<file path="config.mk">
export PLATFORM = sky130hd
export DESIGN_NAME = block_interference_ratio_core_flat
export DESIGN_NICKNAME = d
export VERILOG_FILES = /design/src/hdl/bir_pkg.sv /design/src/hdl/bir_req_if.sv /design/src/hdl/bir_rsp_if.sv /design/src/hdl/block_interference_ratio_core.sv /design/src/hdl/bir_ctrl.sv /design/src/hdl/bir_datapath.sv /design/src/flat_wrapper.sv
export VERILOG_INCLUDE_DIRS = /design/src /design/src/hdl
export SDC_FILE = /design/constraint.sdc
export NUM_CORES = 2
export LEC_CHECK = 0
export ABC_AREA = 1
export BUFFER_PORTS_ARGS = -buffer_cell sky130_fd_sc_hd__buf_2
export CORE_MARGIN = 2
export CORE_UTILIZATION = 30
export DETAILED_ROUTE_END_ITERATION = 12
export GPL_TIMING_DRIVEN = 0
export SLEW_MARGIN = 20
export SYNTH_ARGS = -nofsm -noshare
export SYNTH_HDL_FRONTEND = slang
export SYNTH_HIERARCHICAL = 1
export SYNTH_SLANG_ARGS = --single-unit
</file>
<file path="constraint.sdc">
create_clock -name clock -period 9.4 [get_ports clock]
set_input_delay 2.82 -clock clock [delete_from_list [all_inputs] [get_ports clock]]
set_output_delay 2.82 -clock clock [all_outputs]
set_load 0.005 [all_outputs]
</file>
<file path="src/hdl/block_interference_ratio_core_assert.svh">
// Assertion macros for the interference ratio core.
// The clock and reset names are those of the including scope.
`ifndef BLOCK_INTERFERENCE_RATIO_CORE_ASSERT_SVH
`define BLOCK_INTERFERENCE_RATIO_CORE_ASSERT_SVH

// Same-cycle implication.
`define BIR_ASSERT_IMPL(lbl, ante, cons, msg) \
   lbl: assert property (@(posedge clock) disable iff (reset) (ante) |-> (cons)) \
      else $error(msg);

// Next-cycle implication.
`define BIR_ASSERT_NEXT(lbl, ante, cons, msg) \
   lbl: assert property (@(posedge clock) disable iff (reset) (ante) |=> (cons)) \
      else $error(msg);

`endif

</file>
<file path="src/hdl/bir_pkg.sv">
`default_nettype none
package bir_pkg;

   localparam int COUNT_BITS = 21;
   localparam int FRAC_BITS  = 16;

   localparam int SAMPLE_BITS = 16;
   localparam int SQE_BITS    = 31;               // a*a <= 2^30
   localparam int SQD_BITS    = 32;               // (a-b)^2 < 2^32
   localparam int EO_BITS     = COUNT_BITS + 31;
   localparam int ED_BITS     = COUNT_BITS + 33;
   localparam int DEN_BITS    = EO_BITS + 1;
   localparam int REM_BITS    = ED_BITS + 1;
   localparam int RATIO_BITS  = FRAC_BITS + 2;
   localparam int CNT_BITS    = $clog2(FRAC_BITS + 1);

   localparam logic [RATIO_BITS-1:0] RATIO_MAX = {2'b10, {FRAC_BITS{1'b0}}};

   typedef logic signed [SAMPLE_BITS-1:0] sample_type;
   typedef logic [RATIO_BITS-1:0]         ratio_type;

   typedef struct packed {
      logic load;    // latch numerator/denominator, clear sums
      logic check;   // zero and clamp decision, init quotient
      logic step;    // one restoring division step
   } bir_cmd_type;

   typedef struct packed {
      logic last_acc;   // last pair being accumulated this cycle
      logic den_zero;
      logic clamp;      // numerator >= 2 * denominator
      logic div_done;   // final quotient bit in this step
   } bir_status_type;

endpackage
`default_nettype wire

</file>
<file path="src/hdl/bir_req_if.sv">
`default_nettype none
interface bir_req_if;
   import bir_pkg::*;

   logic       valid;
   logic       ready;
   sample_type sample_orig;
   sample_type sample_rev;
   logic       last;

   modport source (output valid, output sample_orig, output sample_rev, output last,
                   input ready);
   modport sink   (input valid, input sample_orig, input sample_rev, input last,
                   output ready);
endinterface
`default_nettype wire

</file>
<file path="src/hdl/bir_rsp_if.sv">
`default_nettype none
interface bir_rsp_if;
   import bir_pkg::*;

   logic      valid;
   logic      ready;
   ratio_type ratio;
   logic      zero_energy;

   modport source (output valid, output ratio, output zero_energy, input ready);
   modport sink   (input valid, input ratio, input zero_energy, output ready);
endinterface
`default_nettype wire

</file>
<file path="src/hdl/block_interference_ratio_core.sv">
// The result beat follows the last beat through the square stage, load, check
// and the serial division steps; zero energies or a clamp at two skip the division.
// Throughput: one sample pair per cycle while a block accumulates; from the
// last beat until the result beat is taken no pairs are accepted (serial divider).
// Reset (synchronous, active high) clears the sums and returns to accumulation.
`default_nettype none
module block_interference_ratio_core
   import bir_pkg::*;
(
   input  wire logic clock,
   input  wire logic reset,
   bir_req_if.sink   req_if,
   bir_rsp_if.source rsp_if
);

   `include "block_interference_ratio_core_assert.svh"

   bir_cmd_type    cmd;
   bir_status_type status;
   logic           req_ready;
   logic           req_fire;

   // Pair accepted into the square stage.
   assign req_fire     = req_if.valid && req_ready;
   assign req_if.ready = req_ready;

   // Controller: accumulate, load, check, divide, present result.
   bir_ctrl u_ctrl (
      .clock     (clock),
      .reset     (reset),
      .status    (status),
      .rsp_ready (rsp_if.ready),
      .cmd       (cmd),
      .req_ready (req_ready),
      .rsp_valid (rsp_if.valid)
   );

   // Datapath: squares, saturating sums, shared restoring divider.
   // Result fields sit in the quotient and zero registers and hold while the beat stalls.
   bir_datapath u_datapath (
      .clock       (clock),
      .reset       (reset),
      .req_fire    (req_fire),
      .sample_orig (req_if.sample_orig),
      .sample_rev  (req_if.sample_rev),
      .last        (req_if.last),
      .cmd         (cmd),
      .status      (status),
      .ratio       (rsp_if.ratio),
      .zero_energy (rsp_if.zero_energy)
   );

   // No pair is taken while a result is pending.
   `BIR_ASSERT_IMPL(a_no_req_during_rsp, rsp_if.valid, !req_if.ready,
                    "pair accepted while result pending")
   // The last pair always stalls the input on the following cycle.
   `BIR_ASSERT_NEXT(a_last_stalls, req_if.valid && req_if.ready && req_if.last,
                    !req_if.ready, "input not stalled after last pair")
   // Zero energy reports a zero ratio.
   `BIR_ASSERT_IMPL(a_zero_ratio, rsp_if.valid && rsp_if.zero_energy,
                    rsp_if.ratio == '0, "nonzero ratio with zero energy")
   // Ratio never exceeds two.
   `BIR_ASSERT_IMPL(a_ratio_range, rsp_if.valid, rsp_if.ratio <= RATIO_MAX,
                    "ratio above two")

endmodule
`default_nettype wire

</file>
<file path="src/hdl/bir_ctrl.sv">
`default_nettype none
module bir_ctrl
   import bir_pkg::*;
(
   input  wire logic           clock,
   input  wire logic           reset,
   input  wire bir_status_type status,
   input  wire logic           rsp_ready,
   output bir_cmd_type         cmd,
   output logic                req_ready,
   output logic                rsp_valid
);

   localparam logic [2:0] ST_RUN   = 3'd0;
   localparam logic [2:0] ST_LOAD  = 3'd1;
   localparam logic [2:0] ST_CHECK = 3'd2;
   localparam logic [2:0] ST_DIV   = 3'd3;
   localparam logic [2:0] ST_OUT   = 3'd4;

   logic [2:0] state_ff;
   logic [2:0] state_in;

   always_comb begin
      state_in = state_ff;
      case (state_ff)
         ST_RUN: begin
            if (status.last_acc) state_in = ST_LOAD;
         end
         ST_LOAD: begin
            state_in = ST_CHECK;
         end
         ST_CHECK: begin
            state_in = (status.den_zero || status.clamp) ? ST_OUT : ST_DIV;
         end
         ST_DIV: begin
            if (status.div_done) state_in = ST_OUT;
         end
         ST_OUT: begin
            if (rsp_ready) state_in = ST_RUN;
         end
         default: begin
            state_in = ST_RUN;
         end
      endcase
   end

   always_ff @(posedge clock) begin
      if (reset) begin
         state_ff <= ST_RUN;
      end else begin
         state_ff <= state_in;
      end
   end

   // Hold off new pairs while the last pair is still in the square stage.
   assign req_ready = (state_ff == ST_RUN) && !status.last_acc;
   assign rsp_valid = (state_ff == ST_OUT);
   assign cmd.load  = (state_ff == ST_LOAD);
   assign cmd.check = (state_ff == ST_CHECK);
   assign cmd.step  = (state_ff == ST_DIV);

endmodule
`default_nettype wire

</file>
<file path="src/hdl/bir_datapath.sv">
`default_nettype none
module bir_datapath
   import bir_pkg::*;
(
   input  wire logic        clock,
   input  wire logic        reset,
   input  wire logic        req_fire,
   input  wire sample_type  sample_orig,
   input  wire sample_type  sample_rev,
   input  wire logic        last,
   input  wire bir_cmd_type cmd,
   output bir_status_type   status,
   output ratio_type        ratio,
   output logic             zero_energy
);

   // square stage
   logic signed [2*SAMPLE_BITS-1:0] prod_orig;
   logic signed [2*SAMPLE_BITS-1:0] prod_rev;
   logic signed [SAMPLE_BITS:0]     diff;
   logic signed [2*SAMPLE_BITS+1:0] prod_diff;

   logic [SQE_BITS-1:0] sq_orig_ff;
   logic [SQE_BITS-1:0] sq_rev_ff;
   logic [SQD_BITS-1:0] sq_diff_ff;
   logic                s1_valid_ff;
   logic                s1_last_ff;

   assign prod_orig = sample_orig * sample_orig;
   assign prod_rev  = sample_rev * sample_rev;
   assign diff      = (SAMPLE_BITS+1)'(sample_orig) - (SAMPLE_BITS+1)'(sample_rev);
   assign prod_diff = (2*SAMPLE_BITS+2)'(diff) * (2*SAMPLE_BITS+2)'(diff);

   always_ff @(posedge clock) begin
      if (reset) begin
         s1_valid_ff <= 1'b0;
      end else begin
         s1_valid_ff <= req_fire;
      end
      sq_orig_ff <= prod_orig[SQE_BITS-1:0];
      sq_rev_ff  <= prod_rev[SQE_BITS-1:0];
      sq_diff_ff <= prod_diff[SQD_BITS-1:0];
      s1_last_ff <= last;
   end

   // saturating accumulators
   logic [EO_BITS:0] sum_orig;
   logic [EO_BITS:0] sum_rev;
   logic [ED_BITS:0] sum_diff;
   logic [EO_BITS-1:0] eo_ff, eo_in;
   logic [EO_BITS-1:0] er_ff, er_in;
   logic [ED_BITS-1:0] ed_ff, ed_in;

   assign sum_orig = {1'b0, eo_ff} + (EO_BITS+1)'(sq_orig_ff);
   assign sum_rev  = {1'b0, er_ff} + (EO_BITS+1)'(sq_rev_ff);
   assign sum_diff = {1'b0, ed_ff} + (ED_BITS+1)'(sq_diff_ff);

   always_comb begin
      eo_in = eo_ff;
      er_in = er_ff;
      ed_in = ed_ff;
      if (cmd.load) begin
         eo_in = '0;
         er_in = '0;
         ed_in = '0;
      end else if (s1_valid_ff) begin
         eo_in = sum_orig[EO_BITS] ? '1 : sum_orig[EO_BITS-1:0];
         er_in = sum_rev[EO_BITS]  ? '1 : sum_rev[EO_BITS-1:0];
         ed_in = sum_diff[ED_BITS] ? '1 : sum_diff[ED_BITS-1:0];
      end
   end

   always_ff @(posedge clock) begin
      if (reset) begin
         eo_ff <= '0;
         er_ff <= '0;
         ed_ff <= '0;
      end else begin
         eo_ff <= eo_in;
         er_ff <= er_in;
         ed_ff <= ed_in;
      end
   end

   // restoring divider, one quotient bit per step, integer bit first
   logic [DEN_BITS-1:0]   den_ff;
   logic [REM_BITS-1:0]   rem_ff;
   logic [RATIO_BITS-1:0] quot_ff;
   logic                  zero_ff;
   logic [CNT_BITS-1:0]   cnt_ff;

   logic [REM_BITS-1:0] den_ext;
   logic [REM_BITS-1:0] trial;
   logic                trial_ge;

   assign den_ext  = REM_BITS'(den_ff);
   assign trial    = (cnt_ff == '0) ? rem_ff : {rem_ff[REM_BITS-2:0], 1'b0};
   assign trial_ge = (trial >= den_ext);

   always_ff @(posedge clock) begin
      if (cmd.load) begin
         den_ff <= DEN_BITS'(eo_ff) + DEN_BITS'(er_ff);
         rem_ff <= REM_BITS'(ed_ff);
      end else if (cmd.step) begin
         rem_ff <= trial_ge ? (trial - den_ext) : trial;
      end

      if (cmd.check) begin
         cnt_ff  <= '0;
         zero_ff <= status.den_zero;
         if (status.den_zero) begin
            quot_ff <= '0;
         end else if (status.clamp) begin
            quot_ff <= RATIO_MAX;
         end else begin
            quot_ff <= '0;
         end
      end else if (cmd.step) begin
         cnt_ff  <= cnt_ff + 1'b1;
         quot_ff <= {quot_ff[RATIO_BITS-2:0], trial_ge};
      end
   end

   assign status.last_acc = s1_valid_ff & s1_last_ff;
   assign status.den_zero = (den_ff == '0);
   assign status.clamp    = (rem_ff >= REM_BITS'({den_ff, 1'b0}));
   assign status.div_done = (cnt_ff == CNT_BITS'(FRAC_BITS));

   assign ratio       = quot_ff;
   assign zero_energy = zero_ff;

endmodule
`default_nettype wire

</file>
<file path="src/flat_wrapper.sv">
// flat-port wrapper written by rule: the top's interface ports become plain ports
module block_interference_ratio_core_flat import bir_pkg::*;
  (clock, reset, req_if_valid, req_if_sample_orig, req_if_sample_rev, req_if_last, req_if_ready, rsp_if_valid, rsp_if_ratio, rsp_if_zero_energy, rsp_if_ready);
  bir_req_if req_if_i ();
  bir_rsp_if rsp_if_i ();
  input  wire logic clock;
  input  wire logic reset;
  input wire logic [$bits(req_if_i.valid)-1:0] req_if_valid;
  input wire logic [$bits(req_if_i.sample_orig)-1:0] req_if_sample_orig;
  input wire logic [$bits(req_if_i.sample_rev)-1:0] req_if_sample_rev;
  input wire logic [$bits(req_if_i.last)-1:0] req_if_last;
  output wire logic [$bits(req_if_i.ready)-1:0] req_if_ready;
  output wire logic [$bits(rsp_if_i.valid)-1:0] rsp_if_valid;
  output wire logic [$bits(rsp_if_i.ratio)-1:0] rsp_if_ratio;
  output wire logic [$bits(rsp_if_i.zero_energy)-1:0] rsp_if_zero_energy;
  input wire logic [$bits(rsp_if_i.ready)-1:0] rsp_if_ready;
  assign req_if_i.valid = req_if_valid;
  assign req_if_i.sample_orig = req_if_sample_orig;
  assign req_if_i.sample_rev = req_if_sample_rev;
  assign req_if_i.last = req_if_last;
  assign req_if_ready = req_if_i.ready;
  assign rsp_if_valid = rsp_if_i.valid;
  assign rsp_if_ratio = rsp_if_i.ratio;
  assign rsp_if_zero_energy = rsp_if_i.zero_energy;
  assign rsp_if_i.ready = rsp_if_ready;
  block_interference_ratio_core u_core (.clock(clock), .reset(reset), .req_if(req_if_i), .rsp_if(rsp_if_i));
endmodule
</file>
Word-level counts from Yosys, hierarchy flattened:

Cells that the tools add are included.

* bits in registers: 389
* bits of input ports: 37
* word-level logic and storage cells: 63
* output and inout port bits: 21

* reductions and logical operators: 11
* equality and inequality tests: 8
* add/sub/neg operators: 7
* multiply operators: 3
* mux-type cells: 16
* order comparisons: 2
* bitwise logic cells: 1

Operators with widths (count)
* $mux W54: 3
* $mux W55: 2
* $add A52 B31 Y53: 2
* $mux W52: 2
* $mux W18: 4
* $mul A16 B16 Y31: 2
* $add A54 B32 Y55: 1
* $ge A55 B53 Y1: 1
* $ge A55 B54 Y1: 1
* $sub A55 B53 Y55: 1
* $add A52 B52 Y53: 1
* $logic_not A53 Y1: 1
* $mul A17 B17 Y32: 1
* $sub A16 B16 Y17: 1
* $pmux W3 S5: 1
* $mux W3: 4
* $eq A3 B2 Y1 const B: 2
* $add A5 B1 Y5 const B: 1
* $eq A5 B5 Y1 const B: 1
* $logic_not A5 Y1: 1
* $ne A2 B2 Y1 const B: 2
* $reduce_bool A2 Y1: 2
* $eq A3 B1 Y1 const B: 1
* $eq A3 B3 Y1 const B: 1
* 8 further kinds: 9

Depth between registers and ports, before layout:

* word-level depth: 6
* gate-level depth with buffers: 39
* mapped depth without buffers: 36

Hierarchy:

Netlist, hierarchy kept.

By module, submodules not included
* bir_datapath: area each 59539.6 um^2, seq. area each 8928.6 um^2, cells an instance 8157, times used 1
* bir_ctrl: area each 216.5 um^2, seq. area each 60.1 um^2, cells an instance 36, times used 1
* block_interference_ratio_core: area each 7.5 um^2, seq. area each 0.0 um^2, cells an instance 2, times used 1

Worst setup path before layout:

Ideal clock, no wire load.

* path type: input-to-reg
* start point: input req_if_sample_orig[0]
* end point: register u_core.u_datapath.sq_diff_ff[27]
* slack: -0.234 ns
* cell stages on the path: 34
* arrival: 9.562 ns
* path buffers: 2
* path through: clkbuf_1 > inv_1 > ha_1 > fa_1 > nand3b_1 > nand2_1 > nand3_1 > nand2_1 > nand3_1 > nand2_1 > nand2_1 > nand2_1 > clkbuf_1 > nor2_1 > fa_1 > inv_1 > fa_1 > inv_1 > fa_1 > fa_1 > fa_1 > inv_1 > fa_1 > inv_1 > ha_1 > nand2_1 > nor2_1 > nor3b_1 > nand4_1 > nand3_1 > a21o_1 > nand2_1 > nand2_1 > xor2_1

* word-level cells in the longest chain between the ends: 2

Ends and longest elaborated chain
* from (decl): line flat_wrapper.sv:9 `input wire logic [$bits(req_if_i.sample_orig)-1:0] req_if_sample_orig;`
* $sub A16 B16 Y17: line bir_datapath.sv:31 `assign diff = (SAMPLE_BITS+1)'(sample_orig) - (SAMPLE_BITS+1)'(sample_rev);`
* $mul A17 B17 Y32: line bir_datapath.sv:32 `assign prod_diff = (2*SAMPLE_BITS+2)'(diff) * (2*SAMPLE_BITS+2)'(diff);`
* named net u_core.u_datapath.prod_diff[27]: line bir_datapath.sv:21 `logic signed [2*SAMPLE_BITS+1:0] prod_diff;`
* to (signal assigned): line bir_datapath.sv:42 `sq_diff_ff <= prod_diff[SQD_BITS-1:0];`
* to (decl): line bir_datapath.sv:25 `logic [SQD_BITS-1:0] sq_diff_ff;`

The timed path passes the listed nets, and every way through them passes these cells.
A chain may end at the register's enable or synchronous reset.

Worst setup path in the final report:

* start point: input req_if_sample_rev[1]
* end point: register u_core.u_datapath.sq_diff_ff[25]

* word-level cells in the longest chain between the ends: 2

Ends and longest elaborated chain
* from (decl): line flat_wrapper.sv:10 `input wire logic [$bits(req_if_i.sample_rev)-1:0] req_if_sample_rev;`
* $sub A16 B16 Y17: line bir_datapath.sv:31
* $mul A17 B17 Y32: line bir_datapath.sv:32
* named net u_core.u_datapath.prod_diff[25]: line bir_datapath.sv:21

The timed path passes the listed nets, and every way through them passes these cells.

==> metrics.yaml <==
outcome:
  status: "finished, final reports clean"
clock_network:
  cts_tree: "built"
  postCtsHoldBufs: 0
  clock_path_buffers: 3
  cts_htree_levels: 2
  cts-root-buf: "clkbuf_16"
  insertion_delay_ns: 0.65
  numClockSinks: 386
  numCtsBuffers: 47
  clkSlewWorstSetupHoldPaths_ns: 0.06
worst_setup_path:
  worst_r2r_path_depth: 21
  start_kind: "input port"
  crit_fanout: 10
  critical_path.endpoint_type: "flip-flop"
  path_class: "in -> reg"
  r2r_end: "u_core/u_datapath/rem_ff[46]$_DFFE_PP_"
  regToRegStartpoint: "u_core/u_datapath/cnt_ff[1]$_SDFFE_PP0P_"
  r2r_slack_ns: 4.37
  cp.arrival_ns: 9.73
  cpMostUsedCell: "fa_1"
  worst_path_largest_cell_delay_ns: 0.52
  cp_slowest_cell: "fa_1"
  crit_required_ns: 9.87
  crit_start: "req_if_sample_rev[1]"
synth:
  synth_top_family_by_area: "adder cells"
  ys.flop_type: "dfxtp_1"
  synth-seq-cells: 386
  synthCells: 8195
  synth_xor_area_frac: 0.04290
  syn_area_um2: 59760
  synthAdderAreaFrac: 0.3508
  synth_cell_types: 64
  synth.avg_cell_area_um2: 7.293
  yosys.area_share.simple: 0.2367
  synth_compound_area_frac: 0.09071
  async_flop_share: 0
  ys_seq_area_frac: 0.1504
  muxShareOfSynthArea: 0
  synth-edff-count: 126
  synth_area_leader_cell: "fa_1"
  synth_warnings: 6
  yosysTopAreaCellShare: 0.2432
  ys_top_cells_by_area: "fa_1 24%, nand2_1 12%, inv_1 11%, ha_1 11%, dfxtp_1 8.7%"
route:
  ant_nets: 0
  route.vias.total: 53600
  drt_wl_total_um: 206100
  drtIter0Drc: 4291
  avgRoutedWirePerCell_um: 18.70
  avgViaCountPerCell: 4.864
  drcViolationCount: 0
  first_pass_iters: 6
place:
  dp_hpwl_um: 176400
  place_congestion: 0.9940
  post_dp_cell_area_um2: 63420
  port_buffers: 50
sta:
  fin_tns_setup_ns: 0
  drv_slew: 0
  rsz0062_at_grt: "true"
  fin_crit_ns: 9.260
  hold_violations: 0
  fmax_ghz: 0.1080
  finalCritPeriodShare: 0.9851
  setup_viol: 0
  fin_skew_ns: 0.03987
  worstMarginPinSlew_ns: 0.9681
  relSlewSlack: 0.3486
global_routing:
  grt_max_degree: 39
  antenna_found_initial: 3
  gr-usage-all-layers: 0.1999
  grt-ovfl-total: 0
  grt_pass1_wl_um: 315400
  grt_pass1_vias: 53920
die:
  die_h_um: 450.3
  die_x_um: 450.3
  num_rows: 163
  initial_core_util: 0.3024
  design.core.area_um2: 197600
  io_pins: 58
  die_area_um2: 202800
final_layout:
  areaGrowthSynthToFinish_pct: 11.22
  nets: 9618
  drive_above_1_share: 0.06792
  design_area_um2: 66470
min_path:
  hold_path.class: "reg -> reg"
  hold_end: "u_core/u_datapath/cnt_ff[4]$_SDFFE_PP0P_"
  worstHoldPathCells: 1
  min_from: "u_core/u_datapath/cnt_ff[4]$_SDFFE_PP0P_"
job:
  maxCapViolations: 0
placed cells by master (no fill, tap or decap), types with 18 or more instances in the layout:
| cell | instances |
|---|---|
| fa_1 | 716 |
| o21bai_1 | 41 |
| buf_2 | 67 |
| clkbuf_16 | 52 |
| nor4_1 | 35 |
| nand3_1 | 356 |
| a21oi_1 | 422 |
| nand3b_2 | 47 |
| nor2_2 | 34 |
| nor2_1 | 659 |
| buf_6 | 18 |
| dfxtp_1 | 260 |
| a31oi_1 | 51 |
| ha_1 | 491 |
| a21oi_2 | 25 |
| nand2_1 | 1864 |
| xor2_1 | 142 |
| nor3_1 | 71 |
| edfxtp_1 | 126 |
| o21ai_0 | 322 |
| inv_2 | 23 |
| clkbuf_1 | 99 |
| ha_4 | 20 |
| buf_4 | 59 |
| nand4_1 | 89 |
| nand3_2 | 19 |
| xnor2_1 | 133 |
| inv_1 | 1778 |
| a21o_1 | 43 |
| nand3b_1 | 25 |
| nand2_2 | 46 |
registers in the layout, indices dropped and copies added, names as in the netlist:
register / cells
u_core/u_datapath/sq_diff_ff: 31
u_core/u_ctrl/state_ff: 3
u_core/u_datapath/s1_last_ff: 1
u_core/u_datapath/eo_ff: 52
u_core/u_datapath/ratio: 18
u_core/u_datapath/cnt_ff: 5
u_core/u_datapath/den_ff: 53
u_core/u_datapath/rem_ff: 55
u_core/u_datapath/er_ff: 52
u_core/u_datapath/sq_rev_ff: 30
u_core/u_datapath/s1_valid_ff: 1
u_core/u_datapath/ed_ff: 54
u_core/u_datapath/sq_orig_ff: 30
u_core/u_datapath/zero_energy: 1
worst max-delay path, delay by kind of cell:
kind / cells / cell delay (ns)
compound gates: 2 / 0.26
xor+xnor: 1 / 0.36
fa+ha+maj: 8 / 3.56
buf+inv: 8 / 1.05
simple gates: 10 / 1.66
metal layers:
layer  share of wire  wire, µm  vias to the layer above  global-route usage
met5               0         0                        -                   0
met4           0.038      7823                        0             0.06664
li1                -         -                    25650                   -
met1            0.45     92340                    25790              0.2769
met2            0.45     92720                     1851              0.3262
met3           0.064     13210                      300             0.01790
area by class of cell:
type	count	area [µm²]
clock inverters	15	180.2
multi-input cells	5827	43990
flip-flops and latches	386	8989
repair buffers	103	723.2
clock buffers	70	1428
well taps	2640	3303
diodes	2	5.005
fillers	21020	131200
inverters	1813	6843
plain buffers	163	1011
how the worst max path moves through the flow:
stage / to / slack (ns) / depth (start not counted)
4_1_cts: u_core/u_datapath/sq_diff_ff[27]$_DFF_P_ / -0.05 / 34
3_3_place_gp: u_core/u_datapath/sq_diff_ff[27]$_DFF_P_ / -2.42 / 31
6_report: u_core/u_datapath/sq_diff_ff[25]$_DFF_P_ / 0.14 / 29
2_1_floorplan: u_core/u_datapath/sq_diff_ff[27]$_DFF_P_ / 0.002 / 33
3_5_place_dp: u_core/u_datapath/sq_diff_ff[27]$_DFF_P_ / -2.45 / 31
5_1_grt: u_core/u_datapath/sq_diff_ff[27]$_DFF_P_ / -0.10 / 34
stage by stage:
| step | hold slack, ns | instances | setup WS (ns) | util |
|---|---|---|---|---|
| floorplan | 0.4225 | 8196 | 0.002355 | - |
| global placement | 0.4400 | 10890 | -2.421 | 0.3206 |
| detailed placement | 0.4713 | 10890 | -2.451 | 0.3209 |
| CTS | 0.4822 | 10990 | -0.05471 | 0.3325 |
| global route | 0.4987 | 11020 | -0.1017 | 0.3363 |
| finish | 0.4785 | 11020 | 0.1400 | 0.3363 |
cell usage after synthesis, types with 5 or more instances:
master / instances
a211oi_1: 7
a21boi_0: 14
a21o_1: 43
a21oi_1: 435
a21oi_2: 14
a31oi_1: 51
and2_1: 5
and3_1: 8
buf_12: 5
buf_2: 32
buf_6: 13
clkbuf_1: 114
dfxtp_1: 260
edfxtp_1: 126
fa_1: 726
ha_1: 514
inv_1: 1793
inv_2: 17
nand2_1: 1889
nand2_2: 27
nand2_4: 6
nand3_1: 360
nand3_2: 15
nand3b_1: 25
nand3b_2: 47
nand4_1: 89
nor2_1: 682
nor2_2: 20
nor3_1: 73
nor4_1: 36
o211ai_1: 7
o21a_1: 12
o21ai_0: 325
o21ai_1: 12
o21ai_2: 6
o21bai_1: 43
or2_2: 13
xnor2_1: 137
xor2_1: 152
timing repair:
action,4_1_cts,5_1_grt
setup buffers,19,31
setup endpoints to repair,22,17
resized for setup,134,130
pin swaps,18,37
hold endpoints to repair,0,0
cells by family after synthesis:
family | count (synthesis)
DFF | 386
AOI/OAI and AO/OA | 983
buffers and inverters | 1983
other | 1
xor gates and xnor gates | 291
adders and majority gates | 1240
and+or+nand+nor | 3311
Power is left out: the tool's default activity adds up to more than one toggle a clock period on the data nets, which glitch-free logic cannot reach.
